===== config.mk =====
export PLATFORM = sky130hd
export DESIGN_NAME = thi_ctrl
export DESIGN_NICKNAME = d
export VERILOG_FILES = /design/src/thi_pkg.sv /design/src/thi_ctrl.sv
export SDC_FILE = /design/constraint.sdc
export NUM_CORES = 1
export LEC_CHECK = 0
export BUFFER_PORTS_ARGS = -buffer_cell sky130_fd_sc_hd__buf_2
export CORE_ASPECT_RATIO = 0.8
export CORE_MARGIN = 2
export CORE_UTILIZATION = 38
export DETAILED_ROUTE_END_ITERATION = 8
export PLACE_DENSITY = 0.57
export SKIP_LAST_GASP = 1
export SLEW_MARGIN = 20
export SYNTH_ARGS = -nofsm -noshare
export SYNTH_HDL_FRONTEND = slang
export SYNTH_SLANG_ARGS = --single-unit

===== constraint.sdc =====
create_clock -name clk -period 2.17 [get_ports clk]
set_input_delay 0.3255 -clock clk [delete_from_list [all_inputs] [get_ports clk]]
set_output_delay 0.3255 -clock clk [all_outputs]
set_load 0.03 [all_outputs]

===== src/thi_pkg.sv =====
// Shared constants, codes and command struct of the terrain height interpolator.
// No dependencies; imported by every module of the block.
package thi_pkg;

	// Number formats.
	localparam int FRAC_BITS = 8;
	localparam int ONE       = 1 << FRAC_BITS;
	localparam int ADDR_W    = 16;              // log2 of the vertex count
	localparam int HGT_W     = 24;
	localparam int POS_W     = 32;
	localparam int OUT_W     = 32;
	localparam int DIM_W     = 9;
	localparam int COORD_W   = 8;
	localparam int CS_W      = 8;
	localparam int PADDR_W   = 4;
	localparam int DATA_W    = 32;

	// Divider: signed numerator, two quotient bits per step.
	localparam int NUM_W     = POS_W + 2;
	localparam int DIV_BITS  = 2;
	localparam int DIV_STEPS = NUM_W / DIV_BITS;
	localparam int QUO_W     = NUM_W + 1;

	// Offsets and the multiply-accumulate unit.
	localparam int DLT_W     = QUO_W + 1;
	localparam int SPLIT     = DLT_W / 2;
	localparam int COEF_W    = HGT_W + 1;
	localparam int HALF_W    = SPLIT + 1;
	localparam int PROD_W    = COEF_W + HALF_W;
	localparam int ACC_W     = 64;

	// Sequencer counter.
	localparam int CNT_W = 5;
	localparam logic [CNT_W-1:0] DIV_LAST  = CNT_W'(DIV_STEPS - 1);
	localparam logic [CNT_W-1:0] READ_LAST = CNT_W'(4);
	localparam logic [CNT_W-1:0] MAC_LAST  = CNT_W'(4);

	// Grid dimension limits.
	localparam logic [DIM_W-1:0] DIM_MIN = DIM_W'(2);
	localparam logic [DIM_W-1:0] DIM_MAX = DIM_W'(256);

	// Register reset values.
	localparam logic [DIM_W-1:0] COLS_RST = DIM_W'(256);
	localparam logic [DIM_W-1:0] ROWS_RST = DIM_W'(256);
	localparam logic [CS_W-1:0]  CS_RST   = CS_W'(10);

	typedef enum logic [1:0] {
		REG_GRID_COLS = 2'd0,
		REG_GRID_ROWS = 2'd1,
		REG_CELL_SIZE = 2'd2
	} reg_idx_t;

	typedef enum logic {
		CMD_WRITE = 1'b0,
		CMD_QUERY = 1'b1
	} cmd_t;

	typedef enum logic [1:0] {
		CORNER_A = 2'd0,
		CORNER_B = 2'd1,
		CORNER_C = 2'd2,
		CORNER_D = 2'd3
	} corner_t;

	typedef enum logic [1:0] {
		OP_C1_LO = 2'd0,
		OP_C1_HI = 2'd1,
		OP_C2_LO = 2'd2,
		OP_C2_HI = 2'd3
	} mac_op_t;

	// Commands from the sequencer to the datapath.
	typedef struct packed {
		logic    mem_wr;
		logic    div_load;
		logic    div_step;
		logic    px_load;
		logic    cell_load;
		logic    addr_load;
		logic    rd_en;
		corner_t rd_sel;
		logic    cap_en;
		corner_t cap_sel;
		logic    ops_load;
		logic    mac_clear;
		logic    mac_mul;
		mac_op_t mac_sel;
		logic    mac_acc;
		logic    out_load;
	} thi_cmd_t;

endpackage


===== src/thi_ctrl.sv =====
// Sequencer of the terrain height interpolator: state machine, step counter,
// output valid flag. Depends on thi_pkg; drives the datapath by a thi_cmd_t.
module thi_ctrl import thi_pkg::*; (
	input  logic     clk,
	input  logic     arst_n,
	input  logic     in_valid,
	input  logic     cmd,
	input  logic     out_stall,
	output logic     in_stall,
	output logic     out_valid,
	output thi_cmd_t ctl
);

	typedef enum logic [8:0] {
		ST_IDLE = 9'b000000001,
		ST_DIV  = 9'b000000010,
		ST_POST = 9'b000000100,
		ST_CELL = 9'b000001000,
		ST_ADDR = 9'b000010000,
		ST_READ = 9'b000100000,
		ST_OPS  = 9'b001000000,
		ST_MAC  = 9'b010000000,
		ST_DONE = 9'b100000000
	} state_t;

	state_t           state_q, state_d;
	logic [CNT_W-1:0] cnt_q, cnt_d;
	logic [CNT_W-1:0] cnt_m1;
	logic             out_valid_q;
	logic             accept;

	assign in_stall  = (state_q != ST_IDLE);
	assign accept    = in_valid && !in_stall;
	assign cnt_m1    = cnt_q - 1'b1;
	assign out_valid = out_valid_q;

	// Next state, counter and datapath commands.
	always_comb begin
		state_d = state_q;
		cnt_d   = cnt_q;
		ctl     = '0;
		unique case (state_q)
			ST_IDLE: begin
				if (accept) begin
					if (cmd == CMD_QUERY) begin
						ctl.div_load = 1'b1;
						cnt_d        = '0;
						state_d      = ST_DIV;
					end else begin
						ctl.mem_wr = 1'b1;
					end
				end
			end
			ST_DIV: begin
				ctl.div_step = 1'b1;
				if (cnt_q == DIV_LAST) begin
					cnt_d   = '0;
					state_d = ST_POST;
				end else begin
					cnt_d = cnt_q + 1'b1;
				end
			end
			ST_POST: begin
				ctl.px_load = 1'b1;
				state_d     = ST_CELL;
			end
			ST_CELL: begin
				ctl.cell_load = 1'b1;
				state_d       = ST_ADDR;
			end
			ST_ADDR: begin
				ctl.addr_load = 1'b1;
				cnt_d         = '0;
				state_d       = ST_READ;
			end
			ST_READ: begin
				// Address of corner n goes out in step n; its data lands in rd_q and is captured from there.
				ctl.rd_en   = (cnt_q < READ_LAST);
				ctl.rd_sel  = corner_t'(cnt_q[1:0]);
				ctl.cap_en  = (cnt_q != '0);
				ctl.cap_sel = corner_t'(cnt_m1[1:0]);
				if (cnt_q == READ_LAST) begin
					cnt_d   = '0;
					state_d = ST_OPS;
				end else begin
					cnt_d = cnt_q + 1'b1;
				end
			end
			ST_OPS: begin
				ctl.ops_load = 1'b1;
				cnt_d        = '0;
				state_d      = ST_MAC;
			end
			ST_MAC: begin
				// The product of each step is registered in prod_q and accumulated from there.
				ctl.mac_clear = (cnt_q == '0);
				ctl.mac_mul   = (cnt_q < MAC_LAST);
				ctl.mac_sel   = mac_op_t'(cnt_q[1:0]);
				ctl.mac_acc   = (cnt_q != '0);
				if (cnt_q == MAC_LAST) begin
					cnt_d   = '0;
					state_d = ST_DONE;
				end else begin
					cnt_d = cnt_q + 1'b1;
				end
			end
			ST_DONE: begin
				if (!out_valid_q || !out_stall) begin
					ctl.out_load = 1'b1;
					state_d      = ST_IDLE;
				end
			end
			default: begin
				state_d = ST_IDLE;
				cnt_d   = '0;
			end
		endcase
	end

	// Control registers.
	always_ff @(posedge clk or negedge arst_n) begin
		if (!arst_n) begin
			state_q     <= ST_IDLE;
			cnt_q       <= '0;
			out_valid_q <= 1'b0;
		end else begin
			state_q <= state_d;
			cnt_q   <= cnt_d;
			if (ctl.out_load) begin
				out_valid_q <= 1'b1;
			end else if (!out_stall) begin
				out_valid_q <= 1'b0;
			end
		end
	end

endmodule


======== Yosys cells after proc, flatten, opt, wreduce, memory -nomap -nowiden ========
Index checks and enable logic that the tools add are counted.
word-level totals
  input bits .............................. 5
  bits in registers ....................... 15
  logic and storage cells ................. 64
operators by class
  equality and inequality tests ........... 19
  bitwise operators ....................... 1
  muxes and demuxes ....................... 27
  magnitude comparators ................... 1
  add/subtract/negate cells ............... 2
  reduce and logical (&&, ||, !) cells .... 11
operators by type and width
  kind                                                        count
  one-hot mux 9 bit (9 select lines)                          1
  two-way mux 9 bit                                           6
  two-way mux 5 bit                                           5
  one-hot mux 5 bit (4 select lines)                          1
  != test 2 bit, second input constant                        6
  two-way mux 1 bit                                           11
  == test 9 x 1 -> 1 bit, second input constant               1
  == test 9 x 2 -> 1 bit, second input constant               1
  == test 9 x 3 -> 1 bit, second input constant               1
  == test 9 x 4 -> 1 bit, second input constant               1
  == test 9 x 5 -> 1 bit, second input constant               1
  == test 9 x 6 -> 1 bit, second input constant               1
  == test 9 x 7 -> 1 bit, second input constant               1
  == test 9 x 8 -> 1 bit, second input constant               1
  == test 9 bit, second input constant                        1
  != test 9 x 1 -> 1 bit, second input constant               1
  two-way mux 6 bit                                           1
  AND reduction 6 bit                                         1
  adder 5 x 1 -> 5 bit, second input constant                 1
  == test 5 x 3 -> 1 bit, second input constant               1
  == test 5 bit, second input constant                        1
  zero test 5 bit                                             1
  less-than comparator 5 x 3 -> 1 bit, second input constant  1
  nonzero test 5 bit                                          1
  other kinds (10)                                            13

======== Logic depth before layout (Yosys ltp) ========
Gate-level depths: netlist (run 1).
  depth in word-level cells ............... 5
  depth in mapped cells ................... 7
  gate-level depth less buffers ........... 7

======== Worst setup path after synthesis (run 1) ========
Ideal clock, no wire load.
  path kind ............................... register -> output
  from .................................... register state_q[5]
  to ...................................... output ctl[18] (netlist bit)
  path buffers ............................ 0
  data required time ...................... 1845 ps
  path slack .............................. -570 ps
  data arrival time ....................... 2414 ps
  cell stages (with the launch flop) ...... 5
  cell sequence ........................... dfrtp_1 or4_4 nor3_1 nand3_1 nor3b_1
RTL lines
  item                      RTL line         RTL
  start: declaration        thi_ctrl.sv:26   state_t state_q, state_d;
  start signal: assignment  thi_ctrl.sv:127  state_q <= state_d;
  end: declaration          thi_ctrl.sv:11   output thi_cmd_t ctl

==> summary.txt, run 1 <==
Setup path
  – Critical path required time: 1840 ps
  – RR Endpoint: cnt_q[2]$_DFFE_PN0P_
  – Crit-path max FO: 6
  – Arr. time, crit path: 1950 ps
  – Cells on worst reg2reg path: 6
  – Crit end category: output pin
  – R2R Path Start: state_q[7]$_DFFE_PN0P_
  – Worst reg2reg setup slack: -10 ps
  – Startpoint Class: register
  – Critical setup path kind: register to output pin

Yosys
  – Syn_nets: 127
  – Synth Register Bits: 15
  – Synthesized instance count: 120
  – Post-synth cell types: 34
  – Sequential share of the synthesized area: 0.3753
  – Synthesis Warnings: 0
  – Synthesized area: 1003 µm²
  – Syn avg cell area: 8.362 µm²

Final layout
  – Non-Filler Cell Area, Final: 1523 µm²
  – Finished Core Util: 0.6134
  – Ant diodes: 0
  – Commonest cells after routing, fill and taps aside: buf_4, buf_2, nor2_1
  – Fin cells: 198
  – Layout cells sized above 1: 0.4938
  – Final net count: 170
  – Most common cell after layout, fill and taps aside: buf_4
  – Area grow syn2layout: 51.75%

Timing
  – Unrepaired setup endpoints after global routing: yes
  – Skew final: 8.091 ps
  – Final min period: 2271 ps
  – Fmax: 440.3 MHz
  – Fin crit share: 1.047
  – Final Hold Fails: 0
  – Endpoints failing setup: 6
  – Final hold slack: 313.6 ps
  – Final Max Slew Viols: 0
  – Worst Tran Pin Value: 482.7 ps
  – Slew headroom: 0.6753
  – Setup TNS: -456.5 ps
  – Final worst slack: -101.1 ps

Pwr
  – Peak supply drop: 0.0004469 V
  – P_leak: 0.7770 nW
  – Pwr/cell area: 838.6 nW/µm²

Floorplan
  – # IOs: 26
  – Die area: 3070 µm²
  – Die Wd: 61.46 µm
  – Die H: 49.96 µm
  – Core footprint: 2482 µm²
  – Row count: 16
  – Initial Util: 0.4042

Detailed routing
  – Drt drc: 0
  – DRT iter0 DRCs: 41
  – Vias per cell: 5.409
  – Post-route ant nets: 0
  – Drt pass-1 iters: 4
  – Vias: 1,071
  – Routed WL: 2820 µm
  – WL/cell: 14.24 µm

Placement
  – Placed insts: 186
  – DP Area: 1277 µm²
  – I/O Buffers: 25
  – Placer Congestion: 0.8426
  – Detailed Place HPWL: 2005 µm

Clock tree
  – Clock Latency Late Sink: 280 ps
  – CTS tree: done
  – H-tree levels: 1
  – CTS sink count: 15
  – Root Buffer: clkbuf_4
  – Total CTS buffers: 3
  – Worst-path clk slew: 90 ps
  – CTS Buffer Depth: 2

GRT
  – Vias in the first global route: 984
  – Initial antenna violation count: 0
  – First-pass GRT wire length: 4643 µm
  – Largest net degree at the start of global routing: 16
  – GRT overflow: 0
  – GRT Resource Usage Total: 0.2036

Hold path
  – Hold Path Origin: out_stall
  – Hold Path Class: input port to register
  – Hold EP: out_valid$_DFFE_PN0P_
  – Worst hold stages: 3

Status
  – Status: complete, but fails checks
  – Failing checks: setup timing

Job
  – Max Cap Viol: 0
-- worst max-delay path: stages, from the launching register on --
cell	delay, ps
dfrtp_1	390
buf_4	160
nor4_1	470
buf_4	210
and4b_1	220
buf_2	200
-- metrics by stage --
step,setup slack [ps],total power (W)
6_report,-101.1,0.001277
5_1_grt,-179.1,0.001364
4_1_cts,-74.20,0.001114
3_5_place_dp,48.96,0.0009069
3_3_place_gp,81.82,0.0009055
2_1_floorplan,-210.4,0.0007478
-- logic make-up after synthesis --
| group | Yosys count | share of synthesized area |
|---|---|---|
| AND/OR/NAND/NOR | 73 | 0.3990 |
| AO/OA/AOI/OAI | 17 | 0.1247 |
| flip-flops | 15 | 0.3753 |
| buffers and inverters | 9 | 0.03865 |
| XOR/XNOR | 3 | 0.02619 |
| adder cells (fa/ha/maj) | 2 | 0.02493 |
| multiplexers | 1 | 0.01122 |
-- how the worst max path moves through the flow --
stage,start,to,slack (ps),depth (start not counted)
2_1_floorplan,state_q[5]$_DFFE_PN0P_,ctl[18],-210,4
3_3_place_gp,state_q[5]$_DFFE_PN0P_,ctl[18],80,5
3_5_place_dp,state_q[3]$_DFFE_PN0P_,ctl[12],50,6
4_1_cts,state_q[7]$_DFFE_PN0P_,ctl[18],-70,5
5_1_grt,state_q[7]$_DFFE_PN0P_,ctl[18],-180,5
6_report,state_q[5]$_DFFE_PN0P_,ctl[6],-100,5
-- synth_stat cells --
library cell	count	area share
and3_1	2	0.012
nand4_1	3	0.019
nand3_1	7	0.035
buf_4	1	0.0075
nor3_1	6	0.030
nor4bb_1	1	0.010
ha_1	2	0.025
a21oi_1	2	0.010
mux2_2	1	0.011
a22o_1	1	0.0087
a211o_1	3	0.026
or4_4	2	0.022
and2b_1	1	0.0075
nor4_1	4	0.025
inv_1	3	0.011
a211o_2	1	0.010
nor3b_1	8	0.060
dfstp_2	1	0.026
nor2_1	19	0.071
and3b_1	1	0.0087
dfrtp_1	14	0.35
nand2_1	11	0.041
or2_2	1	0.0062
and4b_1	1	0.010
o21ai_0	6	0.030
o211ai_1	1	0.0075
a21o_1	2	0.015
xor2_1	2	0.017
clkbuf_1	4	0.015
or4b_1	1	0.010
nor2b_1	5	0.031
xnor2_1	1	0.0087
o31a_4	1	0.017
buf_2	1	0.0050
-- cell type report --
type | count | area, µm²
Multi-Input combinational cell | 96 | 769.5
Inverter | 3 | 11.26
Sequential cell | 15 | 376.6
Fill cell | 240 | 959.7
Clock buffer | 4 | 26.28
Timing Repair Buffer | 44 | 294.0
Tap cell | 36 | 45.04
-- state kept, by name (all words and copies together), names as in the netlist --
name,flops
state_q,9
cnt_q,5
out_valid,1
-- per-layer routing --
| layer | wire length, µm | GRT usage |
|---|---|---|
| met1 | 1266 | 0.2846 |
| met2 | 1363 | 0.3067 |
| met3 | 164 | 0.07874 |
| met4 | 25 | 0.02482 |
| met5 | 0 | 0 |
-- repair_timing --
| action | CTS | global route |
|---|---|---|
| hold endpoints to repair | 14 | 0 |
| setup endpoints to repair | 18 | 27 |
| hold buffers | 1 | 0 |
| setup buffers | 2 | 5 |
| resized for setup | 11 | 28 |
| pin swaps | 3 | 3 |
-- power breakdown --
group          internal, W  switching (W)  total [W]
clock            0.0000713      0.0000862   0.000158
combinational     0.000325       0.000406   0.000731
sequential        0.000320      0.0000677   0.000388
total             0.000717       0.000560    0.00128
Power figures use the tool's default switching activity.
==> inputs of run 2 (changes only) <==
RECOVER_POWER = 100   (was unset)
==> run 2 against run 1 <==
The flow still finishes with violations (setup timing). Clock skew down 0.63 ps. Core utilization down 0.10 points. Cell count unchanged. Largest cell class unchanged.
==> summary.txt, run 2 (synthesized netlist as in run 1, its figures left out) <==
Floorplan
  – Die H: 49.96 µm (unchanged)
  – Row count: 16 (unchanged)
  – # IOs: 26 (unchanged)
  – Initial Util: 0.4042 (unchanged)
  – Die area: 3070 µm² (unchanged)
  – Core footprint: 2482 µm² (unchanged)
  – Die Wd: 61.46 µm (unchanged)

Detailed routing
  – Drt drc: 0 (unchanged)
  – Metal2 WL: 1362 µm (about the same)
  – Top Layer Used: met4
  – Drt pass-1 iters: 4 (unchanged)
  – WL/cell: 14.23 µm (about the same)
  – Vias per cell: 5.404 (about the same)
  – Routed WL: 2818 µm (about the same)
  – Met1 wire length: 1261 µm (-0.39%)
  – Vias: 1,070 (-0.093%)
  – Post-route ant nets: 0 (unchanged)
  – DRT iter0 DRCs: 41 (unchanged)
  – Met3 WL: 168 µm (+2.4%)

Final layout
  – Final net count: 170 (unchanged)
  – Area grow syn2layout: 51.50%
  – Fillers: 242 (+0.83%)
  – Register with the most flip-flops: state_q
  – Max reg flops: 9 (unchanged)
  – Most common cell after layout, fill and taps aside: buf_4
  – Layout cells sized above 1: 0.4815 (-0.01235)
  – Finished Core Util: 0.6124 (-0.001008)
  – Ant diodes: 0 (unchanged)
  – Commonest cells after routing, fill and taps aside: buf_4, nor2_1, buf_2

GRT
  – First-pass GRT wire length: 4643 µm (unchanged)
  – Largest net degree at the start of global routing: 16 (unchanged)
  – GRT overflow: 0 (unchanged)
  – Initial antenna violation count: 0 (unchanged)
  – GRT Resource Usage Total: 0.2036 (unchanged)
  – Vias in the first global route: 984 (unchanged)

Timing
  – Fmax: 440.1 MHz (about the same)
  – Final Hold Fails: 0 (unchanged)
  – Unrepaired setup endpoints after global routing: yes
  – Skew final: 7.457 ps (-0.6346 ps)
  – Final worst slack: -102.1 ps (-1.032 ps)
  – Endpoints failing setup: 6 (unchanged)
  – Final Max Slew Viols: 0 (unchanged)
  – Final min period: 2272 ps (+1.032 ps)
  – Slew headroom: 0.4537 (-0.2216)
  – Fin crit share: 1.047 (about the same)
  – Setup TNS: -459.1 ps (-2.589 ps)
  – Worst Tran Pin Value: 819.5 ps (+336.8 ps)

Clock tree
  – Root Buffer: clkbuf_4
  – H-tree levels: 1 (unchanged)
  – Total CTS buffers: 3 (unchanged)
  – Worst-path clk slew: 90 ps (about the same)
  – CTS sink count: 15 (unchanged)
  – Clock Latency Late Sink: 280 ps (about the same)
  – CTS Buffer Depth: 2 (unchanged)
  – CTS tree: done

Setup path
  – Critical setup path kind: register to output pin
  – Startpoint Class: register
  – Arr. time, crit path: 1950 ps (about the same)
  – Crit-path max FO: 6 (unchanged)
  – Critical path required time: 1840 ps (about the same)
  – Crit end category: output pin

Pwr
  – Logic pwr share: 0.572 (about the same)
  – Clock share of power: 0.124 (about the same)
  – Sequential power share: 0.304 (about the same)
  – P_leak: 0.7698 nW (-0.92%)
  – Switch Pwr: 0.0005609 W (+0.15%)
  – Pwr/cell area: 840.4 nW/µm² (+0.21%)
  – Peak supply drop: 0.0004469 V (about the same)
  – Switching power as a share of total power: 0.4390 (+0.0004684)
  – Internal: 0.0007167 W (about the same)

Placement
  – Detailed Place HPWL: 2005 µm (unchanged)
  – I/O Buffers: 25 (unchanged)
  – Placer Congestion: 0.8426 (unchanged)

Hold path
  – Hold Path Class: input port to register

Status
  – Failing checks: setup timing
  – Status: complete, but fails checks

Job
  – Max Cap Viol: 0 (unchanged)
run 2: path summary, 6_finish.rpt:
path,startpoint,to,slack [ps],cells past startpoint
max in group asynchronous,arst_n,out_valid$_DFFE_PN0P_,1020,2
hold / removal,out_stall,out_valid$_DFFE_PN0P_,310,3
setup reg to reg,state_q[7]$_DFFE_PN0P_,cnt_q[2]$_DFFE_PN0P_,-10,6
min in group asynchronous,arst_n,state_q[1]$_DFFE_PN0P_,640,2
hold reg to reg,out_valid$_DFFE_PN0P_,out_valid$_DFFE_PN0P_,550,2
setup / recovery,state_q[5]$_DFFE_PN0P_,ctl[6],-100,5
run 2: power by group through the flow:
stage	sequential (W)	combinational [W]	clock, W
floorplan	0.000345	0.000402	0
CTS	0.000377	0.000575	0.000163
global placement	0.000376	0.000530	0
global route	0.000392	0.000792	0.000179
finish	0.000388	0.000731	0.000158
detailed placement	0.000377	0.000530	0
run 2: per-stage QoR:
stage                     area [µm²]  total power [W]  worst slack (ps)  hold WS [ps]  std cells
after floorplan                 1052        0.0007478            -210.4         29.91        120
after global placement          1277        0.0009055             81.82         251.7        186
after detailed placement        1277        0.0009069             48.96         250.5        186
after CTS                       1370         0.001114            -74.20         311.3        193
after global routing            1520         0.001364            -179.1         322.2        198
final                           1520         0.001278            -102.1         311.3        198
run 2: what timing repair did:
item / CTS / global route
pin swaps: 3 / 3
setup endpoints to repair: 18 / 27
gates cloned: 0 / 0
endpoints found under the hold margin: 14 / 0
resized for setup: 11 / 28
hold buffers: 1 / 0
setup buffers: 2 / 5
run 2: area by class of cell:
type	count	area [µm²]	share of cell area
sequential	15	376.6	0.2477
inverter	3	11.26	0.007407
tap	36	45.04	0.02963
multi-input combinational	96	769.5	0.5062
timing repair buffer	44	291.5	0.1918
clock buffer	4	26.28	0.01728
run 2: worst max-delay path: stages, from the launching register on:
cell,delay (ps)
dfrtp_1,390
buf_4,160
nor4_1,470
buf_4,210
and4b_1,220
buf_2,200
run 2: layer usage:
layer	vias to the layer above	track usage
met3	4	0.07874
met2	30	0.3067
met5	-	0
li1	520	-
met1	516	0.2846
met4	0	0.02482
==> inputs of run 3 (changes only) <==
GPL_TIMING_DRIVEN = 0   (was unset)
SLEW_MARGIN = unset   (was 20)
==> run 3 against run 2 <==
The flow still finishes with violations (setup timing). Critical endpoint is now ctl[18]. Clock skew grew 2.9 ps. Total power grew 1.5%. Worst setup slack gained 4.1 ps. Largest power group unchanged. Sequential power grew 2%.
==> summary.txt, run 3 (synthesized netlist as in run 1, its figures left out) <==
Status
  – Status: complete, but fails checks
  – Failing checks: setup timing

GRT
  – GRT Resource Usage Total: 0.1934 (-0.01015)
  – Vias in the first global route: 936 (-4.9%)
  – GRT overflow: 0 (unchanged)
  – Largest net degree at the start of global routing: 16 (unchanged)
  – First-pass GRT wire length: 4457 µm (-4.0%)
  – Initial antenna violation count: 0 (unchanged)

Setup path
  – RR Endpoint: cnt_q[2]$_DFFE_PN0P_
  – Worst stage delay on the critical path: 580 ps (+110 ps)
  – Critical setup path kind: register to output pin
  – Critical path required time: 1840 ps (about the same)
  – Ordered cell list for the critical path: or4_4, nor3_4, nand3_4, nor3b_2, buf_4
  – R2R Path Start: state_q[5]$_DFFE_PN0P_
  – Startpoint Class: register
  – Arr. time, crit path: 1940 ps (about the same)
  – Crit-path max FO: 4 (-2)
  – Worst reg2reg setup slack: 60 ps (+70 ps)
  – Slowest-stage cell, CP: or4_4
  – Cells on worst reg2reg path: 5 (-1)
  – Crit end category: output pin

Pwr
  – Overall power: 0.001296 W (+1.5%)
  – P_leak: 0.7748 nW (+0.64%)
  – Pwr/cell area: 812.0 nW/µm² (-3.4%)
  – Peak supply drop: 0.0003816 V (-15%)

Final layout
  – Register with the most flip-flops: state_q
  – Ant diodes: 0 (unchanged)
  – Fin cells: 201 (+1.5%)
  – Area grow syn2layout: 59.10%
  – Final net count: 173 (+1.8%)
  – Most common cell after layout, fill and taps aside: buf_4
  – Layout cells sized above 1: 0.5091 (+0.02761)
  – Max reg flops: 9 (unchanged)
  – Commonest cells after routing, fill and taps aside: buf_4, nor2_1, nand2_1, dfrtp_1

Detailed routing
  – Post-route ant nets: 0 (unchanged)
  – Drt drc: 0 (unchanged)
  – WL/cell: 14.36 µm (+0.92%)
  – Vias per cell: 5.413 (+0.16%)
  – DRT iter0 DRCs: 58 (+41%)
  – Drt pass-1 iters: 4 (unchanged)
  – Routed WL: 2887 µm (+2.4%)
  – Vias: 1,088 (+1.7%)

Floorplan
  – Die Wd: 61.46 µm (unchanged)
  – # IOs: 26 (unchanged)
  – Row count: 16 (unchanged)
  – Die area: 3070 µm² (unchanged)
  – Core footprint: 2482 µm² (unchanged)
  – Initial Util: 0.4042 (unchanged)
  – Die H: 49.96 µm (unchanged)

Clock tree
  – Worst-path clk slew: 90 ps (about the same)
  – CTS tree: done
  – CTS sink count: 15 (unchanged)
  – H-tree levels: 1 (unchanged)
  – CTS Buffer Depth: 2 (unchanged)
  – Clock Latency Late Sink: 290 ps (about the same)
  – Total CTS buffers: 3 (unchanged)
  – Root Buffer: clkbuf_4

Hold path
  – Hold EP: out_valid$_DFFE_PN0P_
  – Hold Path Class: input port to register
  – Hold Path Origin: out_stall
  – Worst hold stages: 3 (unchanged)

Placement
  – Pre-CTS WS: -270.1 ps (-319.0 ps)
  – Detailed Place HPWL: 1915 µm (-4.5%)
  – Placed insts: 181 (-2.7%)
  – I/O Buffers: 25 (unchanged)
  – Placer Congestion: 0.9015 (+7.0%)

Timing
  – Unrepaired setup endpoints after global routing: yes
  – Slew headroom: 0.4281 (-0.02557)
  – Final min period: 2268 ps (-4.150 ps)
  – Fin crit share: 1.045 (-0.001912)
  – Final worst slack: -97.95 ps (+4.150 ps)
  – Skew final: 10.37 ps (+2.914 ps)
  – Fmax: 440.9 MHz (+0.18%)
  – Endpoints failing setup: 9 (+3)
  – Final Hold Fails: 0 (unchanged)
  – Worst Tran Pin Value: 857.9 ps (+38.36 ps)
  – Final Max Slew Viols: 0 (unchanged)

Job
  – Max Cap Viol: 0 (unchanged)
## run 3: changes by cell type in the layout (fill, tap and decap cells not counted), moves of 2 or more
cell      change
nor2_4        +4
buf_2         -8
nor3_2        -2
nor3_1        +3
clkbuf_4      -2
clkbuf_1      +2
buf_6         +4
buf_4         +6
nor3b_1       +2
nor2_1        -4
dfrtp_1       -6
nor3b_2       -2
dfrtp_2       +6
## run 3: worst max-delay path by stage
stage                     endpoint                   start  depth (start not counted)  slack (ps)
final                      ctl[18]  state_q[5]$_DFFE_PN0P_                          5        -100
after global routing       ctl[18]  state_q[5]$_DFFE_PN0P_                          5        -180
after CTS                  ctl[18]  state_q[5]$_DFFE_PN0P_                          5        -110
after detailed placement   ctl[12]  state_q[3]$_DFFE_PN0P_                          7        -270
after global placement     ctl[12]  state_q[3]$_DFFE_PN0P_                          7        -260
after floorplan            ctl[18]  state_q[5]$_DFFE_PN0P_                          4        -210
## run 3: worst max-delay path, delay by kind of cell, from the launching register on
kind	cells	cell delay [ps]
AND/OR/NAND/NOR	4	1060
flip-flops	1	420
buffers and inverters	1	180
## run 3: final cells by class
class                   count  area (µm²)
plain buffers               4       26.28
clock buffers               4       26.28
fillers                   228       885.9
inverters                   3       11.26
multi-input cells          96       775.7
flip-flops and latches     15       384.1
well taps                  36       45.04
repair buffers             43       327.8
## run 3: metal layers
| layer | track usage | up-vias | wire length, µm |
|---|---|---|---|
| li1 | - | 528 | - |
| met1 | 0.2922 | 525 | 1302 |
| met2 | 0.2819 | 33 | 1379 |
| met3 | 0.04724 | 2 | 190 |
| met4 | 0.03191 | 0 | 14 |
| met5 | 0 | - | 0 |
## run 3: through the flow
stage | setup TNS [ps] | instance area, µm² | hold WS [ps] | utilization
2_1_floorplan | -228.8 | 1052 | 29.91 | -
3_3_place_gp | -1387 | 1222 | 257.7 | 0.4924
3_5_place_dp | -1494 | 1222 | 258.9 | 0.4924
4_1_cts | -1112 | 1374 | 302.3 | 0.5534
5_1_grt | -1610 | 1597 | 342.8 | 0.6431
6_report | -378.5 | 1597 | 307.8 | 0.6431
## run 3: what timing repair did
action / in CTS / in global routing
hold endpoints to repair: 14 / 0
endpoints found under the setup margin: 18 / 26
resized for setup: 20 / 50
buffers inserted: 6 / 11
hold buffers: 1 / 0
pin swaps: 4 / 8
## run 3: report_power, final
part	internal [W]	switching, W
sequential	0.000324	0.0000719
combinational	0.000327	0.000413
clock	0.0000714	0.0000895
total	0.000722	0.000575
